<file path="config.mk">
export PLATFORM = sky130hd
export DESIGN_NAME = byte_deque_variable_width
export DESIGN_NICKNAME = d
export VERILOG_FILES = /design/src/sv/bdq_pkg.sv /design/src/sv/bdq_bank.sv /design/src/sv/bdq_ctrl.sv /design/src/sv/byte_deque_variable_width.sv
export SDC_FILE = /design/constraint.sdc
export NUM_CORES = 2
export LEC_CHECK = 0
export BUFFER_PORTS_ARGS = -buffer_cell sky130_fd_sc_hd__buf_2
export CORE_MARGIN = 2
export CORE_UTILIZATION = 55
export CTS_CLUSTER_DIAMETER = 30
export CTS_CLUSTER_SIZE = 28
export DETAILED_ROUTE_END_ITERATION = 7
export MAX_ROUTING_LAYER = met4
export PLACE_DENSITY_LB_ADDON = 0.25
export REMOVE_ABC_BUFFERS = 1
export SLEW_MARGIN = 20
export SYNTH_ARGS = -nofsm -noshare
export SYNTH_HDL_FRONTEND = slang
export SYNTH_SLANG_ARGS = --single-unit
</file>
<file path="constraint.sdc">
create_clock -name clk -period 16.34 [get_ports clk]
set_input_delay 2.451 -clock clk [delete_from_list [all_inputs] [get_ports clk]]
set_output_delay 2.451 -clock clk [all_outputs]
set_load 0.05 [all_outputs]
</file>
<file path="src/sv/bdq_pkg.sv">
// Shared constants, operation codes and stage types for the byte deque.
package bdq_pkg;

	localparam int STORE_BYTES_DEF = 256;
	localparam int MAX_DATUM_DEF   = 8;

	localparam int LANES     = 8;
	localparam int LANE_W    = 3;
	localparam int COUNT_W   = 4;
	localparam int DATA_W    = 64;
	localparam int OCC_W     = 9;
	localparam int ACT_W     = 3;
	localparam int S_TDATA_W = 72;
	localparam int M_TDATA_W = 80;

	typedef enum logic [ACT_W-1:0] {
		ACT_PUSH_LEFT  = 3'd0,
		ACT_PUSH_RIGHT = 3'd1,
		ACT_POP_LEFT   = 3'd2,
		ACT_POP_RIGHT  = 3'd3,
		ACT_CLEAR      = 3'd4
	} action_t;

	// Decision for one item, carried from the pointer logic to the result stage
	typedef struct packed {
		logic               push;
		logic               pop;
		logic [COUNT_W-1:0] count;
		logic [LANE_W-1:0]  lane_off;
		logic [OCC_W-1:0]   occupancy;
	} op_t;

endpackage

</file>
<file path="src/sv/bdq_bank.sv">
// One byte lane of the interleaved store: single write port, registered read.
module bdq_bank #(
	parameter int ROWS  = 32,
	parameter int ROW_W = $clog2(ROWS)
) (
	input  logic             clk,
	input  logic             wr_en,
	input  logic             rd_en,
	input  logic [ROW_W-1:0] row,
	input  logic [7:0]       wdata,
	output logic [7:0]       rdata
);

	logic [7:0] mem [ROWS];

	always_ff @(posedge clk) begin
		if (wr_en) begin
			mem[row] <= wdata;
		end
		if (rd_en) begin
			rdata <= mem[row];
		end
	end

endmodule

</file>
<file path="src/sv/bdq_ctrl.sv">
// End pointers and fill count of the deque, and the accept/refuse decision per item.
module bdq_ctrl import bdq_pkg::*; #(
	parameter int STORE_BYTES     = STORE_BYTES_DEF,
	parameter int MAX_DATUM_BYTES = MAX_DATUM_DEF
) (
	input  logic                               clk,
	input  logic                               arst_n,
	input  logic                               accept,
	input  logic [ACT_W-1:0]                   action,
	input  logic [COUNT_W-1:0]                 count,
	output op_t                                op,
	output logic [$clog2(STORE_BYTES+1)-1:0]   base
);

	localparam int PTR_W = $clog2(STORE_BYTES + 1);
	localparam logic [PTR_W-1:0] MID     = PTR_W'(STORE_BYTES / 2);
	localparam logic [PTR_W-1:0] TOP_PTR = PTR_W'(STORE_BYTES);

	logic [PTR_W-1:0] left_q, right_q, fill_q;
	logic [PTR_W-1:0] left_d, right_d, fill_d;
	logic [PTR_W-1:0] n_ext;
	logic             size_ok;
	logic             push, pop;
	action_t          act;

	assign act     = action_t'(action);
	assign n_ext   = PTR_W'(count);
	assign size_ok = (count != '0) && (count <= COUNT_W'(MAX_DATUM_BYTES));

	always_comb begin
		left_d  = left_q;
		right_d = right_q;
		fill_d  = fill_q;
		push    = 1'b0;
		pop     = 1'b0;
		base    = left_q;
		unique case (act)
			ACT_PUSH_LEFT: begin
				if (size_ok && n_ext <= left_q) begin
					push   = 1'b1;
					left_d = left_q - n_ext;
					fill_d = fill_q + n_ext;
					base   = left_q - n_ext;
				end
			end
			ACT_PUSH_RIGHT: begin
				if (size_ok && n_ext <= TOP_PTR - right_q) begin
					push    = 1'b1;
					right_d = right_q + n_ext;
					fill_d  = fill_q + n_ext;
					base    = right_q;
				end
			end
			ACT_POP_LEFT: begin
				if (size_ok && n_ext <= fill_q) begin
					pop    = 1'b1;
					left_d = left_q + n_ext;
					fill_d = fill_q - n_ext;
					base   = left_q;
				end
			end
			ACT_POP_RIGHT: begin
				if (size_ok && n_ext <= fill_q) begin
					pop     = 1'b1;
					right_d = right_q - n_ext;
					fill_d  = fill_q - n_ext;
					base    = right_q - n_ext;
				end
			end
			ACT_CLEAR: begin
				left_d  = MID;
				right_d = MID;
				fill_d  = '0;
			end
			default: begin
			end
		endcase
	end

	always_comb begin
		op.push      = push;
		op.pop       = pop;
		op.count     = count;
		op.lane_off  = base[LANE_W-1:0];
		op.occupancy = OCC_W'(fill_d);
	end

	always_ff @(posedge clk or negedge arst_n) begin
		if (!arst_n) begin
			left_q  <= MID;
			right_q <= MID;
			fill_q  <= '0;
		end else if (accept) begin
			left_q  <= left_d;
			right_q <= right_d;
			fill_q  <= fill_d;
		end
	end

endmodule

</file>
<file path="src/sv/byte_deque_variable_width.sv">
// Top level of the byte deque: input handshake, lane banks, result stage.
//
// Usage: each input item on s_* pushes 1..8 bytes of data at the left or
// right end of the deque, pops 1..8 bytes from either end, or clears the
// deque back to the middle of the store. Every item yields one result item
// on m_* with the popped datum, the number of bytes moved and the occupancy.
// Bytes live in eight interleaved byte-lane memories (address modulo 8), so
// any run of up to eight consecutive bytes touches each lane at most once: one
// item is taken every cycle while the output is not stalled, and its result
// is registered in the bank read register, then in the output register.
// A refused push or pop, a clear and an unknown action report zero bytes
// moved and leave the store untouched.
// Reset (arst_n low) sets both ends to the middle of the store and the fill
// count to zero; the store contents are not cleared, and no pop can reach a
// byte that was never pushed.
// When m_tready is held low the result and the item behind it are held, and
// s_tready drops once both stages are occupied; no item is lost or repeated.
module byte_deque_variable_width import bdq_pkg::*; #(
	parameter int STORE_BYTES     = STORE_BYTES_DEF,
	parameter int MAX_DATUM_BYTES = MAX_DATUM_DEF
) (
	input  logic                 clk,
	input  logic                 arst_n,
	input  logic                 s_tvalid,
	output logic                 s_tready,
	input  logic [S_TDATA_W-1:0] s_tdata,  // byte_count[3:0], data_in[67:4], zero pad
	input  logic [ACT_W-1:0]     s_tuser,  // action[2:0]
	output logic                 m_tvalid,
	input  logic                 m_tready,
	output logic [M_TDATA_W-1:0] m_tdata   // data_out[63:0], bytes_moved[67:64],
	                                       // occupancy[76:68], zero pad
);

	localparam int PTR_W = $clog2(STORE_BYTES + 1);
	localparam int ROWS  = (STORE_BYTES + LANES - 1) / LANES;
	localparam int ROW_W = $clog2(ROWS);

	logic               accept;
	logic               adv_s1;
	logic [COUNT_W-1:0] byte_count;
	logic [DATA_W-1:0]  data_in;
	op_t                op;
	logic [PTR_W-1:0]   base;

	logic               valid_s1;
	op_t                op_s1;
	logic [7:0]         rdata [LANES];

	logic [DATA_W-1:0]  data_out;
	logic [COUNT_W-1:0] bytes_moved;

	logic               m_tvalid_q;
	logic [M_TDATA_W-1:0] m_tdata_q;

	assign byte_count = s_tdata[COUNT_W-1:0];
	assign data_in    = s_tdata[COUNT_W +: DATA_W];

	// Advance the middle stage whenever the output register is free or drains
	assign adv_s1   = !m_tvalid_q || m_tready;
	assign s_tready = !valid_s1 || adv_s1;
	assign accept   = s_tvalid && s_tready;

	bdq_ctrl #(
		.STORE_BYTES     (STORE_BYTES),
		.MAX_DATUM_BYTES (MAX_DATUM_BYTES)
	) u_ctrl (
		.clk    (clk),
		.arst_n (arst_n),
		.accept (accept),
		.action (s_tuser),
		.count  (byte_count),
		.op     (op),
		.base   (base)
	);

	// Lane g holds datum byte (g - base) mod 8 at row (base + that byte) / 8
	for (genvar g = 0; g < LANES; g++) begin : g_lane
		logic [LANE_W-1:0] idx;
		logic              active;
		logic [PTR_W-1:0]  addr;

		assign idx    = LANE_W'(g) - op.lane_off;
		assign active = {1'b0, idx} < op.count;
		assign addr   = base + PTR_W'(idx);

		bdq_bank #(
			.ROWS  (ROWS),
			.ROW_W (ROW_W)
		) u_bank (
			.clk   (clk),
			.wr_en (accept && op.push && active),
			.rd_en (accept && op.pop && active),
			.row   (addr[ROW_W+2:3]),
			.wdata (data_in[8*idx +: 8]),
			.rdata (rdata[g])
		);
	end

	// Rotate the lane read data back into datum order; drop bytes past the count
	always_comb begin
		for (int k = 0; k < LANES; k++) begin
			if (op_s1.pop && k < int'(op_s1.count)) begin
				data_out[8*k +: 8] = rdata[LANE_W'(op_s1.lane_off + LANE_W'(k))];
			end else begin
				data_out[8*k +: 8] = '0;
			end
		end
		bytes_moved = (op_s1.push || op_s1.pop) ? op_s1.count : '0;
	end

	// Middle stage: hold the decision alongside the registered lane reads
	always_ff @(posedge clk or negedge arst_n) begin
		if (!arst_n) begin
			valid_s1 <= 1'b0;
		end else if (accept) begin
			valid_s1 <= 1'b1;
		end else if (adv_s1) begin
			valid_s1 <= 1'b0;
		end
	end

	always_ff @(posedge clk) begin
		if (accept) begin
			op_s1 <= op;
		end
	end

	// Output register
	always_ff @(posedge clk or negedge arst_n) begin
		if (!arst_n) begin
			m_tvalid_q <= 1'b0;
		end else if (adv_s1) begin
			m_tvalid_q <= valid_s1;
		end
	end

	always_ff @(posedge clk) begin
		if (adv_s1 && valid_s1) begin
			m_tdata_q <= {
				(M_TDATA_W - DATA_W - COUNT_W - OCC_W)'(0),
				op_s1.occupancy,
				bytes_moved,
				data_out
			};
		end
	end

	assign m_tvalid = m_tvalid_q;
	assign m_tdata  = m_tdata_q;

endmodule
</file>
==> metrics.md <==
| Metric | Value |
|---|---|
| Mapped Area | 0.0973 mm2 |
| Max Root-Sink Buffers | 4 |
| Top layer in use | met4 |
| Max-Cap Viols | 0 |
| Routed vias | 64100 |
| Commonest non-fill, non-tap cell in the layout | edfxtp_1 |
| Met3 wire length | 29500 um |
| Fmax achieved | 88.1 MHz |
| Hold Path Class | flip-flop to flip-flop |
| Post-route DRC | 0 |
| Fin. Hold Viols | 0 |
| PortBufs | 153 |
| Worst r2r dst | g_lane[0].u_bank.mem[16][5] |
| Final net count | 7057 |
| Main flop type after synthesis | edfxtp_1 |
| CP Max Fanout | 22 |
| Routed wl met2 | 137000 um |
| Post-Place Worst Slack | 4.33 ns |
| First-pass GRT wire length | 421000 um |
| R2r setup slk | 6.71 ns |
| Fin worst setup slack | 4.99 ns |
| Fin. max-slew vios | 0 |
| Starting Density | 55.3% |
| Final Non-Filler Cells | 9610 |
| Row count | 154 |
| Pin count of the biggest net entering global routing | 89 |
| Unique masters post-synth | 107 |
| Area grow syn2layout | 18.8% |
| Worst Max-Slew Pin Slew | 1.27 ns |
| Depth of the worst hold-timing path | 0 |
| Core Area | 0.176 mm2 |
| Post-CTS Hold Buffers | 0 |
| Seq cells post-synth | 2236 |
| Period utilization | 69.5% |
| Clock Skews | 0.0461 ns |
| Sequential fraction of the synthesis area | 68.9% |
| WL final | 294000 um |
| Startpoint types | primary input |
| Setup_tns | 0 ns |
| Clk slew on worst S/H paths | 0.05 ns |
| WL met1 | 107000 um |
| Setup CP Type | primary input to flip-flop |
| Unrepaired setup endpoints after global routing | no |
| Remaining Overflow, GRT | 0 |
| Drt wl/cell | 30.5 um |
| GRT Util Overall | 33.2% |
| Placed cells | 8826 |
| Resized cells post-CTS | 0 |
| Root Buffer Master | clkbuf_16 |
| CTS tree | built |
| FILL cells | 11800 |
| Initial antenna violation count | 11 |
| Cell area after layout | 0.116 mm2 |
| Placed Area | 0.101 mm2 |
| CP required | 16.92 ns |
| Outcome | finished, final reports clean |
| Reg2Reg Depth | 19 |
| Synth Warn # | 0 |
| Clk_lat worst skew | 1.00 ns |
| DRT iter0 DRCs | 9128 |
| EDFF count, synth | 2207 |
| Post-synth ARST share | 1.30% |
| CTS Buf Count | 422 |
| Die Area | 0.180 mm2 |
| Final setup vio count | 0 |
| Die height | 425 um |
| Number of global-route vias before repair | 62000 |
| H-tree Lvls | 5 |
| Avg Cell Area, Syn | 14.8 um2 |
| Endpoint, Worst Hold | m_tdata[69] |
| Crit end category | flip-flop |
| Die Wd | 425 um |
| Most frequent cells in the layout | 2207 x edfxtp_1, 932 x nand2_1, 440 x nor2_1 |
| Detailed placer's ending HPWL | 184000 um |
| GPL Wtd Cong | 1.00 |
| RR Startpoint | u_ctrl.right_q[3] |
| Sink Count | 2236 |
| Routed Antenna Nets | 0 |
| I/O Pins | 161 |
| Worst EP arrival | 11.93 ns |
| Pre-antenna DRT Iters | 8 |
| Final critical-path required period | 11.35 ns |
| Post-CTS Setup Bufs | 0 |
| Hold wc startpoint | op_s1[1] |
| Via-to-Cell Ratio | 6.67 |
| Share of layout cells above drive strength 1 | 20.7% |
| Synthesized instance count | 6581 |
| Relative slew slack | 15.3% |
==> metrics by stage <==
stage | hold slack (ns) | utilization, %
finish | 0.425 | 65.7
global route | 0.448 | 65.7
CTS | 0.431 | 65.6
detailed placement | 0.407 | 57.4
global placement | 0.412 | 57.3
floorplan | 0.400 | -
==> critical path, cell delays in order <==
cell       delay [ns]
buf_2            0.34
inv_1            0.50
ha_1             0.50
nor2b_1          0.17
o31a_1           0.29
o21ai_1          0.32
a311o_1          0.48
o2111ai_1        0.18
o211a_2          0.38
inv_2            0.06
ha_1             0.29
ha_1             0.84
clkinv_1         0.81
nor2_1           0.35
o21ai_0          0.17
o2111a_1         0.35
buf_4            0.29
nor3_1           0.66
or2_1            0.93
nand2_1          0.59
nor2_1           0.92
==> registers in the layout (all words and copies together) (netlist names) <==
name and flops:
m_tdata 77, op_s1 18, valid_s1 1, m_tvalid 1, u_ctrl.left_q 9, u_ctrl.right_q 9
u_ctrl.fill_q 9, g_lane.u_bank.mem 2048, g_lane.u_bank.rdata 64
==> worst max-delay path by stage <==
stage,from,endpoint,slack (ns),cells past startpoint
floorplan,s_tdata[1],g_lane[3].u_bank.mem[30][0],-5.40,11
global placement,s_tdata[1],g_lane[0].u_bank.mem[24][7],4.44,21
detailed placement,s_tdata[1],g_lane[0].u_bank.mem[24][7],4.33,21
CTS,s_tdata[1],g_lane[0].u_bank.mem[24][5],5.27,21
global route,s_tdata[1],g_lane[2].u_bank.mem[29][2],4.75,22
finish,s_tdata[1],g_lane[0].u_bank.mem[16][5],4.99,21
==> area by class of cell <==
class	count	area [um2]	area share, %
antenna	11	27.5	0.0238
clock buffer	468	10900	9.43
clock inverter	299	3530	3.05
inverter	69	272	0.235
multi-input combinational	3885	28900	25.0
sequential	2236	67000	57.9
tap	2340	2930	2.53
timing repair buffer	302	2020	1.74
==> Yosys cell counts, types with 90 or more instances <==
| cell | number | area [um2] |
|---|---|---|
| a21oi_1 | 284 | 1420 |
| a221oi_1 | 95 | 832 |
| a22oi_1 | 90 | 676 |
| a31oi_1 | 109 | 682 |
| clkbuf_1 | 242 | 908 |
| edfxtp_1 | 2207 | 66300 |
| mux2i_1 | 263 | 2630 |
| mux4_2 | 314 | 7070 |
| nand2_1 | 954 | 3580 |
| nand3_1 | 256 | 1280 |
| nor2_1 | 446 | 1670 |
| o21ai_0 | 147 | 736 |
==> cell families after synthesis <==
logic type      synth area share, %
compound gates                 8.39
xor+xnor                      0.635
fa+ha+maj                     0.844
buf+inv                        1.94
flops                          68.9
mux                            10.7
other cells                 0.00385
simple gates                   8.59
==> metal layers <==
metal | vias up | track usage (%)
met5 | - | -
met4 | 0 | 19.9
met3 | 908 | 6.46
met2 | 4233 | 49.3
met1 | 32100 | 42.6
li1 | 26900 | -
Power is not shown: default switching activity piles up to over one toggle a cycle in this logic, so the estimate is an artifact.
